===== src/hw/rtl/c2u_pkg.sv =====
// shared types, constants and the month length function for the calendar to unix seconds block
package c2u_pkg;

  localparam int EPOCH_YEAR    = 1970;
  localparam int EPOCH_MOD100  = 70;
  localparam int EPOCH_MOD400  = 370;
  localparam int SECS_PER_DAY  = 86400;
  localparam int SECS_PER_HOUR = 3600;
  localparam int SECS_PER_MIN  = 60;
  localparam int MONTHS        = 12;

  localparam int YEAR_W   = 12;
  localparam int MONTH_W  = 4;
  localparam int DAY_W    = 5;
  localparam int HOUR_W   = 5;
  localparam int MINUTE_W = 6;
  localparam int SECOND_W = 6;
  localparam int TOD_W    = 17;
  localparam int OUT_W    = 33;
  localparam int IN_TDATA_W  = 40;
  localparam int OUT_TDATA_W = 40;

  localparam logic [MONTH_W-1:0] FEB = 4'd2;
  localparam logic [MONTH_W-1:0] APR = 4'd4;
  localparam logic [MONTH_W-1:0] JUN = 4'd6;
  localparam logic [MONTH_W-1:0] SEP = 4'd9;
  localparam logic [MONTH_W-1:0] NOV = 4'd11;

  typedef enum logic [2:0] {
    ST_IDLE,
    ST_YEARS,
    ST_MONTHS,
    ST_SCALE,
    ST_FINISH
  } state_t;

  typedef struct packed {
    logic load;
    logic year_step;
    logic month_step;
    logic scale;
    logic finish;
  } c2u_cmd_t;

  typedef struct packed {
    logic years_done;
    logic months_done;
    logic out_full;
  } c2u_sts_t;

  function automatic logic [DAY_W-1:0] month_len(input logic [MONTH_W-1:0] m,
                                                 input logic leap);
    logic [DAY_W-1:0] len;
    case (m) inside
      APR, JUN, SEP, NOV: len = 5'd30;
      FEB:                len = leap ? 5'd29 : 5'd28;
      default:            len = 5'd31;
    endcase
    return len;
  endfunction

endpackage


===== src/hw/rtl/c2u_ctrl.sv =====
// controller state machine sequencing the year loop, month loop, scaling and result load
module c2u_ctrl
  import c2u_pkg::*;
(
  input  logic     clk,
  input  logic     rst,
  input  logic     in_valid,
  output logic     in_ready,
  input  c2u_sts_t sts,
  output c2u_cmd_t cmd
);

  state_t state;
  state_t state_next;

  always_ff @(posedge clk) begin
    if (rst) begin
      state <= ST_IDLE;
    end else begin
      state <= state_next;
    end
  end

  always_comb begin
    state_next = state;
    unique case (state)
      ST_IDLE: begin
        if (in_valid) state_next = ST_YEARS;
      end
      ST_YEARS: begin
        if (sts.years_done) state_next = ST_MONTHS;
      end
      ST_MONTHS: begin
        if (sts.months_done) state_next = ST_SCALE;
      end
      ST_SCALE: begin
        state_next = ST_FINISH;
      end
      ST_FINISH: begin
        if (!sts.out_full) state_next = ST_IDLE;
      end
      default: state_next = ST_IDLE;
    endcase
  end

  always_comb begin
    cmd      = '0;
    in_ready = 1'b0;
    unique case (state)
      ST_IDLE: begin
        in_ready = !rst;
        cmd.load = in_valid && !rst;
      end
      ST_YEARS: begin
        cmd.year_step = !sts.years_done;
      end
      ST_MONTHS: begin
        cmd.month_step = !sts.months_done;
      end
      ST_SCALE: begin
        cmd.scale = 1'b1;
      end
      ST_FINISH: begin
        cmd.finish = !sts.out_full;
      end
      default: begin
        cmd = '0;
      end
    endcase
  end

endmodule


===== src/hw/rtl/c2u_dp.sv =====
// datapath: day accumulator, leap tracking counters, scaling multiply and output register
module c2u_dp
  import c2u_pkg::*;
#(
  parameter int YEAR_SPAN = 256
) (
  input  logic                   clk,
  input  logic                   rst,
  input  c2u_cmd_t               cmd,
  output c2u_sts_t               sts,
  input  logic [IN_TDATA_W-1:0]  in_data,
  output logic                   out_valid,
  input  logic                   out_ready,
  output logic [OUT_W-1:0]       out_secs,
  output logic                   out_invalid
);

  localparam int YEAR_END = EPOCH_YEAR + YEAR_SPAN;
  localparam int DAYS_W   = $clog2(YEAR_SPAN * 366 + 400);
  localparam int PROD_W   = DAYS_W + 17;
  localparam int SUM_W    = (PROD_W > OUT_W) ? PROD_W : OUT_W;

  logic [YEAR_W-1:0]   in_year;
  logic [MONTH_W-1:0]  in_month;
  logic [DAY_W-1:0]    in_day;
  logic [HOUR_W-1:0]   in_hour;
  logic [MINUTE_W-1:0] in_minute;
  logic [SECOND_W-1:0] in_second;
  logic                bad;

  logic [DAYS_W-1:0]   days;
  logic [YEAR_W-1:0]   years_left;
  logic [6:0]          mod100;
  logic [8:0]          mod400;
  logic [MONTH_W-1:0]  month;
  logic [MONTH_W-1:0]  month_cnt;
  logic [HOUR_W-1:0]   hour;
  logic [MINUTE_W-1:0] minute;
  logic [SECOND_W-1:0] second;
  logic                invalid;
  logic [PROD_W-1:0]   prod;
  logic [TOD_W-1:0]    tod;
  logic                leap;
  logic [SUM_W-1:0]    total;

  assign in_year   = in_data[11:0];
  assign in_month  = in_data[15:12];
  assign in_day    = in_data[20:16];
  assign in_hour   = in_data[25:21];
  assign in_minute = in_data[31:26];
  assign in_second = in_data[37:32];

  assign bad = (in_month == '0) || (32'(in_month) > MONTHS) || (in_day == '0) ||
               (32'(in_year) < EPOCH_YEAR) || (32'(in_year) >= YEAR_END);

  // leap rule from the running remainders of the year counter
  assign leap = ((mod400[1:0] == 2'd0) && (mod100 != 7'd0)) || (mod400 == 9'd0);

  assign total = SUM_W'(prod) + SUM_W'(tod);

  assign sts.years_done  = (years_left == '0);
  assign sts.months_done = (month_cnt >= month);
  assign sts.out_full    = out_valid && !out_ready;

  always_ff @(posedge clk) begin
    if (cmd.load) begin
      days   <= DAYS_W'(in_day - 5'd1);
      mod100 <= 7'(EPOCH_MOD100);
      mod400 <= 9'(EPOCH_MOD400);
      month_cnt <= 4'd1;
      hour   <= in_hour;
      minute <= in_minute;
      second <= in_second;
      invalid <= bad;
      if (bad) begin
        years_left <= '0;
        month      <= 4'd1;
      end else begin
        years_left <= YEAR_W'(32'(in_year) - EPOCH_YEAR);
        month      <= in_month;
      end
    end else if (cmd.year_step) begin
      days       <= days + (leap ? DAYS_W'(366) : DAYS_W'(365));
      years_left <= years_left - 1'b1;
      mod100     <= (mod100 == 7'd99) ? 7'd0 : mod100 + 7'd1;
      mod400     <= (mod400 == 9'd399) ? 9'd0 : mod400 + 9'd1;
    end else if (cmd.month_step) begin
      days      <= days + DAYS_W'(month_len(month_cnt, leap));
      month_cnt <= month_cnt + 4'd1;
    end
    if (cmd.scale) begin
      prod <= PROD_W'(days) * PROD_W'(SECS_PER_DAY);
      tod  <= TOD_W'(hour) * TOD_W'(SECS_PER_HOUR) +
              TOD_W'(minute) * TOD_W'(SECS_PER_MIN) + TOD_W'(second);
    end
  end

  always_ff @(posedge clk) begin
    if (rst) begin
      out_valid <= 1'b0;
    end else if (cmd.finish) begin
      out_valid <= 1'b1;
    end else if (out_ready) begin
      out_valid <= 1'b0;
    end
  end

  always_ff @(posedge clk) begin
    if (cmd.finish) begin
      out_secs    <= invalid ? '0 : OUT_W'(total);
      out_invalid <= invalid;
    end
  end

endmodule


===== src/hw/rtl/calendar_to_unix_seconds.sv =====
// the controller steps the year loop, month loop, scaling and result load per input transaction
// the day accumulator steps once per elapsed year and once per earlier month
// one transaction in flight; the next input is accepted once the result register takes the result
// the result register holds a waiting output while the next input is accepted
// rst is synchronous active high and clears the controller and the output valid
module calendar_to_unix_seconds
  import c2u_pkg::*;
#(
  parameter int YEAR_SPAN = 256
) (
  input  logic                   clk,
  input  logic                   rst,
  input  logic                   s_axis_tvalid,
  output logic                   s_axis_tready,
  input  logic [IN_TDATA_W-1:0]  s_axis_tdata,  // year, month, day, hour, minute, second, pad
  output logic                   m_axis_tvalid,
  input  logic                   m_axis_tready,
  output logic [OUT_TDATA_W-1:0] m_axis_tdata,  // unix_seconds, pad
  output logic [0:0]             m_axis_tuser   // invalid
);

  c2u_cmd_t         cmd;
  c2u_sts_t         sts;
  logic [OUT_W-1:0] secs;
  logic             invalid;

  c2u_ctrl u_ctrl (
    .clk      (clk),
    .rst      (rst),
    .in_valid (s_axis_tvalid),
    .in_ready (s_axis_tready),
    .sts      (sts),
    .cmd      (cmd)
  );

  c2u_dp #(
    .YEAR_SPAN (YEAR_SPAN)
  ) u_dp (
    .clk         (clk),
    .rst         (rst),
    .cmd         (cmd),
    .sts         (sts),
    .in_data     (s_axis_tdata),
    .out_valid   (m_axis_tvalid),
    .out_ready   (m_axis_tready),
    .out_secs    (secs),
    .out_invalid (invalid)
  );

  assign m_axis_tdata = {(OUT_TDATA_W - OUT_W)'(0), secs};
  assign m_axis_tuser = invalid;

endmodule


===== config.mk =====
export PLATFORM = sky130hd
export DESIGN_NAME = calendar_to_unix_seconds
export DESIGN_NICKNAME = d
export VERILOG_FILES = /design/src/hw/rtl/c2u_pkg.sv /design/src/hw/rtl/c2u_ctrl.sv /design/src/hw/rtl/c2u_dp.sv /design/src/hw/rtl/calendar_to_unix_seconds.sv
export SDC_FILE = /design/constraint.sdc
export NUM_CORES = 1
export LEC_CHECK = 0
export BUFFER_PORTS_ARGS = -buffer_cell sky130_fd_sc_hd__buf_2
export CAP_MARGIN = 20
export CORE_UTILIZATION = 35
export CTS_CLUSTER_SIZE = 28
export DETAILED_ROUTE_END_ITERATION = 8
export PLACE_DENSITY = 0.54
export SYNTH_ARGS = -nofsm -noshare
export SYNTH_HDL_FRONTEND = slang
export SYNTH_SLANG_ARGS = --single-unit

===== constraint.sdc =====
create_clock -name clk -period 5.2 [get_ports clk]
set_input_delay 0.78 -clock clk [delete_from_list [all_inputs] [get_ports clk]]
set_output_delay 0.78 -clock clk [all_outputs]
set_load 0.01 [all_outputs]

==> results.yml <==
status:
  run_status: "completed"
cells_and_area:
  layout_common_cells: "sky130_fd_sc_hd__ha_1 (168), sky130_fd_sc_hd__inv_1 (151), sky130_fd_sc_hd__edfxtp_1 (128)"
  filler_cell_count: 3297
  antenna_cells_inserted: 0
  area_growth_pct: 12.2
  finalNetCount: 1507
  design_area_um2: 13300
  final_common_cell: "sky130_fd_sc_hd__ha_1"
  drive_gt1_share_pct: 11.2
logic_synthesis:
  ys_seq_area_share_pct: 36.4
  yosys.cell_types.count: 72
  number_of_enable_flip_flop_cells_after_synthesis: 128
  yosys.area_share.adder_pct: 26.1
  area_fraction_in_compound_gates_after_synthesis_pct: 12.2
  synth-simple-area-share_pct: 11.9
  ys.warnings.count: 0
  synth_top_family_by_area: "adder cells"
  async_flop_share_pct: 0
  synth_xor_area_share_pct: 6.70
  synth_top_flop_cell: "sky130_fd_sc_hd__edfxtp_1"
  netlist_area_um2: 11900
  synth.avg_cell_area_um2: 10.2
  synth_seq_cells: 152
  post_synth_inst_count: 1162
  synth.area.mux_share_pct: 0.715
critical_path:
  timing.setup.critical_path_class: "register to register"
  timing.critical_path.slowest_stage_cell: "sky130_fd_sc_hd__o31ai_1"
  crit_path_max_incr_delay_ns: 0.55
  critical-path-top-delay-family: "adder cells"
  crit_path_end_kind: "register"
  critPathLaunchType: "register"
  cp_data_required_time_ns: 5.37
  path_buf_inv: 4
  crit_top_cell: "sky130_fd_sc_hd__inv_1"
  cp_data_arrival_time_ns: 5.01
  cp_cell_instances: "ha_1 > inv_1 > fa_1 > inv_1 > fa_1 > ha_1 > inv_1 > fa_1 > inv_1 > ha_1 > nand2_1 > a21oi_1 > a41oi_1 > o31ai_1 > a21boi_0 > xnor2_1"
  timing.critical_path.fanout_max: 7
  worst-r2r-setup-slack_ns: 0.36
sta:
  rsz0062_at_grt: "false"
  timing.setup.tns_ns: 0
  post-route-min-period_ns: 4.84
  clock.fmax_mhz: 207
  timing_max_transition_violations_final: 0
  fin_worst_hold_slack_ns: 0.436
  finClkSkew_ns: 0.0140
  final_hold_viol_count: 0
  timing.final.crit_share_pct: 93.1
  finalSetupViolations: 0
  worst_slew_margin_rel_pct: 31.8
  worstMarginPinSlew_ns: 1.02
place:
  detailed_place.area_um2: 12800
  routability_congestion_estimate: 0.790
  port_buffers: 77
  place_hpwl_um: 17800
die:
  num_io_pins: 87
  die-width_um: 186
  core_area_um2: 33400
  die_y_um: 186
  design.die.area_um2: 34700
  num_rows: 67
  initial_core_util_pct: 35.6
routing:
  via_per_inst: 4.81
  post_dr_wirelength_cell_um: 13.3
  drtAntennaViolNets: 0
  num_vias: 8206
  drt-total-wl_um: 22700
  detail_route.iter0.violations: 352
  post-route-drc-count: 0
  drt-pass1-iter-count: 4
grt:
  leftover_overflow_at_the_end_of_global_routing: 0
  grtUsageTotal_pct: 13.8
  globalRoute.busiestLayer: "met2"
  number_of_antenna_violations_at_the_first_check_in_global_routing: 0
  vias_in_the_first_global_route: 8216
  grt_pass1_wl_um: 39300
  maximum_number_of_pins_on_one_net_before_global_route_repair: 68
  globalRouteMet3Util_pct: 2.18
  grtUsageMet1_pct: 18.3
  grt.met2_usage_pct: 23.3
worst_hold_path:
  worst_hold_path_type: "register to register"
cts:
  tritoncts: "built"
  root_buffer: "sky130_fd_sc_hd__clkbuf_16"
  clock_tree.buffer_depth: 2
  cts_buffers: 17
  cts.repair.resized: 0
  tritoncts_num_sinks: 152
  worstSkewPairLatency_ns: 0.43
  cts.clk_slew.worst_paths_ns: 0.07
  cts.hold.buffers_added: 0
  ctsHtreeMaxLevel: 4
  post_cts.repair.setup_buffers: 0
job:
  maxCapViolations: 0
## path summary, 6_finish.rpt
kind / depth (start not counted) / startpoint / end
worst max-delay path: 16 / u_dp.days[3]$_DFFE_PP_ / u_dp.prod[28]$_DFFE_PP_
worst min-delay path: 0 / u_dp.second[0]$_DFFE_PP_ / u_dp.tod[0]$_DFFE_PP_
worst max register to register: 16 / u_dp.days[3]$_DFFE_PP_ / u_dp.prod[28]$_DFFE_PP_
worst min register to register: 0 / u_dp.second[0]$_DFFE_PP_ / u_dp.tod[0]$_DFFE_PP_
## cells in the mapped netlist (4+ instances only)
library cell	instances	area share (%)
sky130_fd_sc_hd__a21o_1	10	0.63
sky130_fd_sc_hd__o22ai_1	7	0.37
sky130_fd_sc_hd__o21a_1	13	0.82
sky130_fd_sc_hd__xor2_1	28	2.1
sky130_fd_sc_hd__and4_1	4	0.29
sky130_fd_sc_hd__nor3_1	21	0.88
sky130_fd_sc_hd__xnor2_1	63	4.6
sky130_fd_sc_hd__mux2i_1	4	0.34
sky130_fd_sc_hd__nor3b_1	4	0.25
sky130_fd_sc_hd__o21ai_0	45	1.9
sky130_fd_sc_hd__a211o_1	4	0.29
sky130_fd_sc_hd__buf_4	7	0.44
sky130_fd_sc_hd__inv_1	152	4.8
sky130_fd_sc_hd__nor4_1	5	0.26
sky130_fd_sc_hd__or3_1	7	0.37
sky130_fd_sc_hd__dfxtp_1	24	4.0
sky130_fd_sc_hd__buf_1	4	0.13
sky130_fd_sc_hd__or4_1	4	0.25
sky130_fd_sc_hd__o31ai_1	9	0.57
sky130_fd_sc_hd__nor2b_1	18	0.95
sky130_fd_sc_hd__a21oi_1	60	2.5
sky130_fd_sc_hd__o211ai_1	10	0.63
sky130_fd_sc_hd__nand2b_1	8	0.42
sky130_fd_sc_hd__and3_1	11	0.58
sky130_fd_sc_hd__or2_2	4	0.21
sky130_fd_sc_hd__a21boi_0	9	0.57
sky130_fd_sc_hd__o21ai_1	7	0.29
sky130_fd_sc_hd__mux2_2	4	0.38
sky130_fd_sc_hd__edfxtp_1	128	32
sky130_fd_sc_hd__clkbuf_1	13	0.41
sky130_fd_sc_hd__nand4_1	10	0.53
sky130_fd_sc_hd__a31oi_1	8	0.42
sky130_fd_sc_hd__a211oi_1	9	0.57
sky130_fd_sc_hd__nor2_1	78	2.5
sky130_fd_sc_hd__nand3_1	25	1.1
sky130_fd_sc_hd__ha_1	168	18
sky130_fd_sc_hd__fa_1	50	8.4
sky130_fd_sc_hd__nand2_1	75	2.4
## through the flow
stage / setup WS [ns] / utilization [%] / std cells
after floorplan: 0.805 / - / 1168
after global placement: 0.404 / 38.2 / 1673
after detailed placement: 0.369 / 38.2 / 1674
after CTS: 0.365 / 39.9 / 1706
after global routing: 0.0779 / 39.9 / 1706
final: 0.360 / 39.9 / 1706
## flip-flops by register name, summed over array words and instances, names as in the netlist
| register | cells |
|---|---|
| u_dp.hour | 5 |
| u_dp.out_invalid | 1 |
| u_dp.invalid | 1 |
| u_dp.days | 17 |
| u_dp.years_left | 12 |
| u_dp.month_cnt | 4 |
| u_dp.tod | 17 |
| u_ctrl.state | 3 |
| u_dp.minute | 6 |
| u_dp.mod400 | 9 |
| u_dp.month | 4 |
| u_dp.prod | 26 |
| u_dp.out_valid | 1 |
| u_dp.mod100 | 7 |
| u_dp.out_secs | 33 |
| u_dp.second | 6 |
## layout make-up
| class | instances | area, µm² | area share, % |
|---|---|---|---|
| Clock inverter | 14 | 115 | 0.863 |
| Multi-Input combinational cell | 835 | 6880 | 51.5 |
| Timing Repair Buffer | 86 | 453 | 3.39 |
| Tap cell | 448 | 561 | 4.20 |
| Clock buffer | 18 | 439 | 3.29 |
| Inverter | 153 | 574 | 4.30 |
| Sequential cell | 152 | 4320 | 32.4 |
## layer usage
layer / wire length (µm) / vias up / share of wire (%)
met4: 233 / 0 / 1.0
met5: 0 / - / 0
met2: 10700 / 120 / 47
met3: 532 / 15 / 2.3
met1: 11200 / 3827 / 50
li1: - / 4244 / -
## cell families after synthesis
family                     Yosys count
buffers and inverters              181
muxes                                8
adders and majority gates          218
DFF                                152
AOI/OAI and AO/OA                  223
other                                1
and+or+nand+nor                    288
xor gates and xnor gates            91
## worst reg2reg max path, delay by kind of cell (launching register included)
kind,cells,cell delay [ns]
fa+ha+maj,6,2.46
compound gates,4,1.15
flops,1,0.51
buf+inv,4,0.21
xor+xnor,1,0.18
simple gates,1,0.07
Power is not shown: default switching activity piles up to over one toggle a cycle in this logic, so the estimate is an artifact.
